### src/design/kfr_pkg.sv
// ----------------------------------------------------------------------------
// kfr_pkg: keyframe reduction shared types and constants
// Request and result payload structs, register indexes, fixed-point widths.
// ----------------------------------------------------------------------------
package kfr_pkg;

   localparam int unsigned TimeWidth  = 32;
   localparam int unsigned CompWidth  = 32;
   localparam int unsigned TolWidth   = 31;
   localparam int unsigned FracWidth  = 16;
   localparam int unsigned IndexWidth = 1;

   localparam logic [IndexWidth-1:0] RegEnableReduction = 1'd0;
   localparam logic [IndexWidth-1:0] RegMaxError        = 1'd1;

   typedef struct packed {
      logic [TimeWidth-1:0]        key_time;
      logic signed [CompWidth-1:0] key_x;
      logic signed [CompWidth-1:0] key_y;
      logic signed [CompWidth-1:0] key_z;
      logic                        track_end;
   } req_type;

   typedef struct packed {
      logic [TimeWidth-1:0]        kept_time;
      logic signed [CompWidth-1:0] kept_x;
      logic signed [CompWidth-1:0] kept_y;
      logic signed [CompWidth-1:0] kept_z;
      logic                        final_of_track;
   } rsp_type;

endpackage

### src/design/keyframe_reduction_vs_kept_core.sv
// ----------------------------------------------------------------------------
// keyframe_reduction_vs_kept_core: keyframe reduction by interpolation error
// Drops middle keyframes of a 3D track that a linear interpolation between
// the last kept keyframe and the successor reproduces within tolerance.
// ----------------------------------------------------------------------------
// Usage:
//   req_*  : one keyframe per request (valid/stall). track_end marks the
//            last keyframe of a track.
//   rsp_*  : kept keyframes (valid/stall), zero, one or two per request,
//            in track order; final_of_track marks the track's last one.
//   csr_*  : register writes (valid/ready), index 0 enable_reduction,
//            index 1 max_error. Accepted only while idle.
// Timing:
//   A middle keyframe is tested when its successor arrives. A small sequencer
//   runs the test serially: restoring division for t, then per component a
//   17-step shift-add multiply, an error step, a 33-step squaring and an
//   accumulate step; division is skipped when t is 0 or 1. req_stall stays
//   high until the request is finished, so a new request is taken only when
//   the sequencer is idle. A stalled result holds in the output register
//   and extends req_stall until it is taken.
// Reset clears the track state (no keyframe seen), sets enable_reduction
// to 1 and max_error to 0.
// ----------------------------------------------------------------------------
module keyframe_reduction_vs_kept_core (
   input  logic               clock,
   input  logic               reset,
   input  logic               req_valid,
   output logic               req_stall,
   input  kfr_pkg::req_type   req_data,
   output logic               rsp_valid,
   input  logic               rsp_stall,
   output kfr_pkg::rsp_type   rsp_data,
   input  logic               csr_valid,
   output logic               csr_ready,
   input  logic [kfr_pkg::IndexWidth-1:0] csr_index,
   input  logic [31:0]        csr_data
);
   import kfr_pkg::*;

   typedef enum logic [3:0] {
      ST_IDLE, ST_DECIDE, ST_DIV, ST_MUL, ST_ERR, ST_SQ, ST_CMP,
      ST_EMIT1, ST_EMIT2, ST_WAIT2
   } state_type;

   state_type          state_ff;
   logic               enable_ff;
   logic [TolWidth-1:0] max_error_ff;
   logic [1:0]         phase_ff;
   logic [TimeWidth-1:0] anchor_time_ff, pending_time_ff;
   logic signed [CompWidth-1:0] anchor_vec_ff [3];
   logic signed [CompWidth-1:0] pending_vec_ff [3];
   req_type            cur_ff;
   logic               rsp_valid_ff;
   rsp_type            rsp_ff;
   logic               keep_ff;

   // shared datapath registers
   logic [32:0]        rem_ff;      // divide remainder
   logic [32:0]        divisor_ff;
   logic [16:0]        t_ff;        // quotient / multiplier, Q1.16
   logic [5:0]         count_ff;
   logic [1:0]         comp_ff;
   logic signed [49:0] prod_ff;     // t * diff
   logic [32:0]        mag_ff;      // |error|, up to 33 bits
   logic [65:0]        sq_ff;
   logic [66:0]        sum_ff;

   logic signed [32:0] diff_w, err_w;
   logic signed [33:0] interp_w;
   logic [33:0]        sub_w;
   logic [66:0]        sum_w;
   logic [63:0]        tol2_w;
   logic [TimeWidth-1:0] nt_w, pt_w, at_w;
   logic               rsp_free_w, rsp_load_w;

   assign req_stall = (state_ff != ST_IDLE);
   assign csr_ready = (state_ff == ST_IDLE);
   assign rsp_valid = rsp_valid_ff;
   assign rsp_data  = rsp_ff;

   assign nt_w = cur_ff.key_time;
   assign pt_w = pending_time_ff;
   assign at_w = anchor_time_ff;

   assign rsp_free_w = !rsp_valid_ff || !rsp_stall;
   assign rsp_load_w = rsp_free_w &&
      ((state_ff == ST_EMIT1 && keep_ff) ||
       (state_ff == ST_EMIT2 && (cur_ff.track_end || phase_ff == 2'd0)));

   function automatic logic signed [CompWidth-1:0] comp_of(input req_type r,
                                                            input logic [1:0] i);
      logic signed [CompWidth-1:0] v;
      case (i)
         2'd0:    v = r.key_x;
         2'd1:    v = r.key_y;
         default: v = r.key_z;
      endcase
      return v;
   endfunction

   assign diff_w = 33'(comp_of(cur_ff, comp_ff)) - 33'(anchor_vec_ff[comp_ff]);
   // floor shift of a signed product is an arithmetic shift
   assign interp_w = 34'(anchor_vec_ff[comp_ff]) + 34'(prod_ff >>> FracWidth);
   assign err_w = 33'(35'(pending_vec_ff[comp_ff]) - 35'(interp_w));
   assign sub_w = {rem_ff, 1'b0} - {1'b0, divisor_ff};
   assign sum_w = sum_ff + {1'b0, sq_ff};
   assign tol2_w = 64'(max_error_ff) * 64'(max_error_ff);

   always_ff @(posedge clock) begin
      if (reset) begin
         state_ff     <= ST_IDLE;
         enable_ff    <= 1'b1;
         max_error_ff <= '0;
         phase_ff     <= 2'd0;
         rsp_valid_ff <= 1'b0;
         anchor_time_ff  <= '0;
         pending_time_ff <= '0;
         for (int i = 0; i < 3; i++) begin
            anchor_vec_ff[i]  <= '0;
            pending_vec_ff[i] <= '0;
         end
      end else begin
         if (rsp_load_w) rsp_valid_ff <= 1'b1;
         else if (!rsp_stall) rsp_valid_ff <= 1'b0;
         case (state_ff)
            ST_IDLE: begin
               if (csr_valid) begin
                  if (csr_index == RegEnableReduction) enable_ff <= csr_data[0];
                  else if (csr_index == RegMaxError) max_error_ff <= csr_data[TolWidth-1:0];
               end
               if (req_valid) begin
                  cur_ff   <= req_data;
                  state_ff <= ST_DECIDE;
               end
            end
            ST_DECIDE: begin
               keep_ff <= !enable_ff;
               if (phase_ff == 2'd2) begin
                  if (!enable_ff) begin
                     state_ff <= ST_EMIT1;
                  end else begin
                     sum_ff <= '0;
                     comp_ff <= 2'd0;
                     if (nt_w <= at_w || pt_w <= at_w) begin
                        t_ff <= '0;
                        count_ff <= '0;
                        prod_ff <= '0;
                        state_ff <= ST_MUL;
                     end else if (pt_w >= nt_w) begin
                        t_ff <= 17'h10000;
                        count_ff <= '0;
                        prod_ff <= '0;
                        state_ff <= ST_MUL;
                     end else begin
                        rem_ff     <= {1'b0, pt_w - at_w};
                        divisor_ff <= {1'b0, nt_w - at_w};
                        t_ff       <= '0;
                        count_ff   <= 6'd15;
                        state_ff   <= ST_DIV;
                     end
                  end
               end else begin
                  state_ff <= ST_EMIT2;
               end
            end
            ST_DIV: begin
               // one restoring step; remainder < divisor so quotient < 2^16
               if (!sub_w[33]) begin
                  rem_ff <= sub_w[32:0];
                  t_ff   <= {t_ff[15:0], 1'b1};
               end else begin
                  rem_ff <= {rem_ff[31:0], 1'b0};
                  t_ff   <= {t_ff[15:0], 1'b0};
               end
               if (count_ff == '0) begin
                  count_ff <= '0;
                  prod_ff  <= '0;
                  state_ff <= ST_MUL;
               end else count_ff <= count_ff - 6'd1;
            end
            ST_MUL: begin
               // shift-add over the 17 bits of t, one bit a cycle
               if (t_ff[count_ff[4:0]])
                  prod_ff <= prod_ff + (50'(diff_w) <<< count_ff[4:0]);
               if (count_ff == 6'd16) state_ff <= ST_ERR;
               else count_ff <= count_ff + 6'd1;
            end
            ST_ERR: begin
               mag_ff   <= err_w[32] ? 33'(-err_w) : 33'(err_w);
               sq_ff    <= '0;
               count_ff <= '0;
               state_ff <= ST_SQ;
            end
            ST_SQ: begin
               if (mag_ff[count_ff])
                  sq_ff <= sq_ff + (66'(mag_ff) << count_ff);
               if (count_ff == 6'd32) begin
                  state_ff <= ST_CMP;
               end else count_ff <= count_ff + 6'd1;
            end
            ST_CMP: begin
               sum_ff <= sum_w;
               if (comp_ff == 2'd2) begin
                  keep_ff  <= (sum_w > 67'(tol2_w));
                  state_ff <= ST_EMIT1;
               end else begin
                  comp_ff  <= comp_ff + 2'd1;
                  count_ff <= '0;
                  prod_ff  <= '0;
                  state_ff <= ST_MUL;
               end
            end
            ST_EMIT1: begin
               if (!keep_ff) state_ff <= ST_EMIT2;
               else if (rsp_free_w) begin
                  rsp_ff <= '{pending_time_ff, pending_vec_ff[0], pending_vec_ff[1],
                              pending_vec_ff[2], 1'b0};
                  anchor_time_ff <= pending_time_ff;
                  for (int i = 0; i < 3; i++) anchor_vec_ff[i] <= pending_vec_ff[i];
                  state_ff <= ST_EMIT2;
               end
            end
            ST_EMIT2: begin
               if (cur_ff.track_end || phase_ff == 2'd0) begin
                  if (rsp_free_w) begin
                     rsp_ff <= '{cur_ff.key_time, cur_ff.key_x, cur_ff.key_y,
                                 cur_ff.key_z, cur_ff.track_end};
                     if (cur_ff.track_end) phase_ff <= 2'd0;
                     else begin
                        anchor_time_ff <= cur_ff.key_time;
                        anchor_vec_ff[0] <= cur_ff.key_x;
                        anchor_vec_ff[1] <= cur_ff.key_y;
                        anchor_vec_ff[2] <= cur_ff.key_z;
                        phase_ff <= 2'd1;
                     end
                     state_ff <= ST_WAIT2;
                  end
               end else begin
                  pending_time_ff   <= cur_ff.key_time;
                  pending_vec_ff[0] <= cur_ff.key_x;
                  pending_vec_ff[1] <= cur_ff.key_y;
                  pending_vec_ff[2] <= cur_ff.key_z;
                  phase_ff <= 2'd2;
                  state_ff <= ST_WAIT2;
               end
            end
            ST_WAIT2: begin
               if (rsp_free_w) state_ff <= ST_IDLE;
            end
            default: state_ff <= ST_IDLE;
         endcase
      end
   end

`ifndef SYNTHESIS
   a_busy_no_cfg: assert property (@(posedge clock) disable iff (reset)
      (state_ff != ST_IDLE) |-> !csr_ready) else $error("cfg ready while busy");
   a_rsp_hold: assert property (@(posedge clock) disable iff (reset)
      (rsp_valid && rsp_stall) |=> (rsp_valid && $stable(rsp_data)))
      else $error("stalled result changed");
   a_phase: assert property (@(posedge clock) disable iff (reset)
      phase_ff != 2'd3) else $error("bad phase");
   a_div_range: assert property (@(posedge clock) disable iff (reset)
      (state_ff == ST_MUL) |-> (t_ff <= 17'h10000)) else $error("t out of range");
`endif

endmodule

### config.mk
export PLATFORM = sky130hd
export DESIGN_NAME = keyframe_reduction_vs_kept_core
export DESIGN_NICKNAME = d
export VERILOG_FILES = /design/src/design/kfr_pkg.sv /design/src/design/keyframe_reduction_vs_kept_core.sv
export SDC_FILE = /design/constraint.sdc
export NUM_CORES = 2
export LEC_CHECK = 0
export BUFFER_PORTS_ARGS = -buffer_cell sky130_fd_sc_hd__buf_2
export CORE_ASPECT_RATIO = 0.8
export CORE_UTILIZATION = 55
export CTS_CLUSTER_DIAMETER = 60
export DETAILED_ROUTE_END_ITERATION = 12
export GPL_ROUTABILITY_DRIVEN = 0
export GPL_TIMING_DRIVEN = 1
export PLACE_DENSITY_LB_ADDON = 0.15
export SLEW_MARGIN = 20
export SYNTH_ARGS = -nofsm -noshare
export SYNTH_HDL_FRONTEND = slang
export SYNTH_SLANG_ARGS = --single-unit
### constraint.sdc
create_clock -name clock -period 22 [get_ports clock]
set_clock_uncertainty 0.1 [all_clocks]
set_input_delay 5.5 -clock clock [delete_from_list [all_inputs] [get_ports clock]]
set_output_delay 5.5 -clock clock [all_outputs]
set_load 0.02 [all_outputs]
After elaboration in Yosys (flattened, before gate mapping)
Memory sizes are Yosys's and may differ from the RTL's. A register that Yosys moved wholly into a read port is not among the register bits.
Cells that the tools add are included.
{"block": "word_totals", "ff_bits": 668, "mem_bits_rw": 192, "inputBits": 167, "output_inout_bits": 132, "word_cells": 249, "memories": 2}
{"block": "op_classes", "addsub": 13, "mul": 1, "n_lt_le_gt_ge": 6, "n_eq_ne": 39, "shifts": 2, "mux": 105, "n_bitwise": 14, "n_reduce_logical": 39}
{"memory": "anchor_vec_ff", "depth": 3, "word_bits": 32, "rd": 1, "rd_clocked_by_memory_dff": 1, "write_ports": 3, "line_no": "keyframe_reduction_vs_kept_core.sv:50", "text": "logic signed [CompWidth-1:0] anchor_vec_ff [3];"}
{"memory": "pending_vec_ff", "depth": 3, "word_bits": 32, "rd": 4, "rd_clocked_by_memory_dff": 1, "write_ports": 3, "line_no": "keyframe_reduction_vs_kept_core.sv:51", "text": "logic signed [CompWidth-1:0] pending_vec_ff [3];"}
{"op": "$mux W129", "n": 4}
{"op": "$mux W32", "n": 15}
{"op": "$mux W50", "n": 7}
{"op": "$pmux W129 S2", "n": 1}
{"op": "$pmux W50 S4", "n": 1}
{"op": "$mux W33", "n": 5}
{"op": "$mux W67", "n": 2}
{"op": "$pmux W67 S2", "n": 1}
{"op": "$pmux W66 S2", "n": 1}
{"op": "$pmux W32 S2", "n": 2}
{"op": "$mux W17", "n": 4}
{"op": "$add A67 B66 Y67", "n": 1}
{"op": "$gt A67 B62 Y1", "n": 1}
{"op": "$add A66 B66 Y66", "n": 1}
{"op": "$mux W66", "n": 1}
{"op": "$pmux W33 S2", "n": 1}
{"op": "$shl A33 B6 Y66", "n": 1}
{"op": "$le A32 B32 Y1", "n": 2}
{"op": "$sub A32 B32 Y32", "n": 2}
{"op": "$mul A31 B31 Y62", "n": 1}
{"op": "$add A50 B50 Y50", "n": 1}
{"op": "$sshl A33 B5 Y50", "n": 1}
{"op": "$mux W4", "n": 12}
{"op": "$ne A2 B2 Y1 const B", "n": 20}
{"op": "50 further kinds", "n": 131}

Logic depth before layout (Yosys ltp)
{"block": "logic_depth", "ltp_word": 9, "depth_mapped": 44, "depth_no_buf": 41}

Worst setup path before layout
Ideal clock, no wire load.
{"block": "synth_path", "kind": "input -> register", "from": "input port reset", "to": "register rsp_ff, in the netlist rsp_data[0] (enable)", "setup_ns": 0.619, "arrival_ns": 13.026, "t_required_ns": 21.281, "setup_slack_ns": 8.255, "stages": 5, "path_buffers": 1, "path_cell_list": "clkbuf_1 > inv_1 > o21a_1 > inv_1 > nor2_1"}
{"block": "synth_between", "elab_chain_len": 2}
{"item": "start: declaration", "line_no": "keyframe_reduction_vs_kept_core.sv:26", "text": "input logic reset,"}
{"item": "$not A1 Y1 (no source line)"}
{"item": "$reduce_and A6 Y1 (no source line)"}
{"item": "end signal: assignment", "line_no": "keyframe_reduction_vs_kept_core.sv:216", "text": "rsp_ff <= '{pending_time_ff, pending_vec_ff[0], pending_vec_ff[1],"}
{"item": "end signal: assignment", "line_no": "keyframe_reduction_vs_kept_core.sv:226", "text": "rsp_ff <= '{cur_ff.key_time, cur_ff.key_x, cur_ff.key_y,"}
{"item": "end: declaration", "line_no": "keyframe_reduction_vs_kept_core.sv:54", "text": "rsp_type rsp_ff;"}
No other way between the ends.
A chain may end at the register's enable or synchronous reset.

Worst setup path in the final report
{"block": "layout_path", "from": "register max_error_ff[8]", "to": "register keep_ff, data pin"}
{"block": "layout_between", "elab_chain_len": 4}
{"item": "start: declaration", "line_no": "keyframe_reduction_vs_kept_core.sv:47", "text": "logic [TolWidth-1:0] max_error_ff;"}
{"item": "start signal: assignment", "line_no": "keyframe_reduction_vs_kept_core.sv:129", "text": "else if (csr_index == RegMaxError) max_error_ff <= csr_data[TolWidth-1:0];"}
{"item": "$mul A31 B31 Y62", "line_no": "keyframe_reduction_vs_kept_core.sv:107", "text": "assign tol2_w = 64'(max_error_ff) * 64'(max_error_ff);"}
{"item": "$gt A67 B62 Y1", "line_no": "keyframe_reduction_vs_kept_core.sv:204", "text": "keep_ff <= (sum_w > 67'(tol2_w));"}
{"item": "$mux W1", "line_no": "keyframe_reduction_vs_kept_core.sv:203", "text": "if (comp_ff == 2'd2) begin"}
{"item": "$pmux W1 S2", "line_no": "keyframe_reduction_vs_kept_core.sv:125", "text": "case (state_ff)"}
{"item": "end signal: assignment", "line_no": "keyframe_reduction_vs_kept_core.sv:137", "text": "keep_ff <= !enable_ff;"}
{"item": "end signal: assignment", "line_no": "keyframe_reduction_vs_kept_core.sv:204"}
{"item": "end: declaration", "line_no": "keyframe_reduction_vs_kept_core.sv:55", "text": "logic keep_ff;"}
No other way between the ends. The select of a mux whose other input is x is not followed.

==> flow_summary.ini <==
[clocking]
cts_resized = 0
cts_max_path_buffers = 3
ctsHoldBuffers = 0
cts_max_level = 3
clk-insertion-delay-late_ps = 790
clkTransAtPathRegs_ps = 60
cts_buffers = 99
clkSinkCount = 861
cts_tree = done
cts_setup_buffers = 0
cts-root-buf = clkbuf_16

[logic_synthesis]
synth.cell_area_um2 = 87700
synth_top_family_by_area = adder cells
synthCells = 9382
yosysWarnings = 0
syn-num-nets = 11100
synthSimpleGateAreaFrac_pct = 14.1
synth_edf_count = 756
ys.flop_type = edfxtp_1
ys_ff_latch = 861
syn_avg_cell_area_um2 = 9.35
synthXorXnorAreaFrac_pct = 4.03
synthMuxAreaShare_pct = 3.46
synth_compound_area_share_pct = 14.4
ys_seq_area_share_pct = 28.3
async_flop_share_pct = 0
synth_cell_type_count = 89
synth_fa_ha_area_share_pct = 28.4

[sta]
period_share_pct = 60.2
slew_headroom_pct = 20.1
worstMarginPinSlew_ps = 1200
finalHoldViolCount = 0
rsz0062_at_grt = no
fmax_mhz = 75.5
drv_slew = 0
setup_violations = 0
fin_tns_setup_ps = 0
period_needed_ps = 13240

[floorplanning]
die_y_um = 359
num_io_pins = 299
core_area_um2 = 158000
std_cell_rows = 130
initial_core_util_pct = 55.6
dieWidth_um = 448
die_area_um2 = 161000

[global_routing]
grt_max_degree = 100
grt_use_total_pct = 31.5
grt_antenna_before_repair = 12
gr-total-overflow = 0
grt_pass1_wl_um = 394000
first_global_vias = 67900

[worst_setup_path]
startpoint_type = flop
crit_required_ps = 22390
cp_slowest_cell = dfxtp_2
critPathMaxFanout = 26
cpMostUsedCell = fa_1
reg2reg_depth = 39
path_class = reg2reg
worstPathArrival_ps = 13630
endpoint_kind = flop
cpPeakStageDelay_ps = 890

[layout]
final_common_cell = inv_1
final_cells = 11600
layout-drive-gt1-share_pct = 7.24
final_cell_mix = inv_1, nand2_1, fa_1
nets = 11100
syn2layout_area_growth_pct = 7.65

[route]
firstDrtPassIters = 7
drtIter0Drc = 7640
drc_errors = 0
routed_via_density = 5.96
wl_per_cell_um = 21.7
antenna_left = 0
vias = 69300
postRouteWirelength_um = 253000

[power]
powerDensity_nw_per_um2 = 111
power.total_mw = 10.5
ir_worst_vdd_mv = 0.103
leakage_nw = 44.5

[placed_design]
dp.cells = 11400
hpwl_um = 195000
io_buffers = 297

[hold_path]
min_path_type = reg2reg
min_path_cells = 2

[run]
drv_cap = 0

[status]
status = finished, final reports clean
## layer usage
metal  wire length, µm  vias up  share of wire, %  GRT usage (%)
met5                86        -             0.034              0
met4              5880       14               2.3           7.38
met3             26600      368                11           6.57
met2            107000     3087                42           45.7
met1            113000    33900                45           47.8
li1                  -    31900                 -              -
## flip-flops by register name, indices dropped and copies added (netlist names), 33 cells and up, named ones only
signal / cells
sum_ff: 67
prod_ff: 49
sq_ff: 66
cur_ff: 97
rsp_data: 129
mag_ff: 33
anchor_vec_ff: 96
rem_ff: 33
pending_vec_ff: 96
## per-stage QoR
step	util [%]	hold slack (ps)	setup WS, ps	cell area [µm²]
after floorplan	-	360	8260	87700
after global placement	57.7	344	9120	91000
after detailed placement	57.7	347	9020	91000
after CTS	59.9	355	8920	94400
after global routing	59.9	376	8020	94400
final	59.9	355	8760	94400
## logic make-up after synthesis
group | count (synthesis)
AO/OA/AOI/OAI | 1948
flip-flops | 861
buffers and inverters | 1719
XOR/XNOR | 404
AND/OR/NAND/NOR | 2671
adder cells (fa/ha/maj) | 1506
multiplexers | 273
## where the power goes
group	leakage, nW	switching [mW]	total [mW]	internal [mW]
clock	1.62	0.761	1.71	0.951
sequential	8.08	0.190	2.35	2.16
combinational	34.8	4.03	6.43	2.40
total	44.5	4.98	10.5	5.51
## worst paths after layout
check	start	end	slack, ps
worst max-delay path	max_error_ff[8]	keep_ff	8760
worst min-delay path	max_error_ff[1]	max_error_ff[1]	350
worst max register to register	max_error_ff[8]	keep_ff	8760
worst min register to register	max_error_ff[1]	max_error_ff[1]	350
## final cells by class
type,count,area [µm²]
Fill cell,13400,63200
Multi-Input combinational cell,6802,56600
Sequential cell,861,24800
Inverter,1294,4860
Tap cell,2112,2640
Clock buffer,115,2610
Timing Repair Buffer,380,2110
Clock inverter,68,757
Antenna cell,4,10.0
## synth_stat cells (42+ instances only)
library cell | count | area [µm²]
ha_1 | 701 | 8770
and2_1 | 371 | 2320
o21bai_1 | 52 | 390
o211ai_1 | 42 | 315
fa_1 | 805 | 16100
xor2_1 | 148 | 1300
a211oi_1 | 63 | 473
nand2b_1 | 81 | 507
a21o_1 | 266 | 2000
dfxtp_1 | 105 | 2100
nand4_1 | 79 | 494
nor3_1 | 85 | 425
o21ai_0 | 403 | 2020
nor2_1 | 548 | 2060
nand3_1 | 113 | 566
clkbuf_1 | 384 | 1440
inv_1 | 1288 | 4830
a22o_1 | 140 | 1230
a31oi_1 | 68 | 425
edfxtp_1 | 756 | 22700
and3_1 | 74 | 463
nand2_1 | 1141 | 4280
o21a_1 | 66 | 495
xnor2_1 | 256 | 2240
nor2b_1 | 66 | 413
a21oi_1 | 544 | 2720
mux2i_1 | 215 | 2150
## worst max-delay path: cells and delay by family (launching register included)
kind                       cells  cell delay (ps)
buffers and inverters          7             1220
DFF                            1              890
adders and majority gates     10             4470
and+or+nand+nor                8             2560
AOI/OAI and AO/OA             14             3720
(Power assumes the default switching activity.)
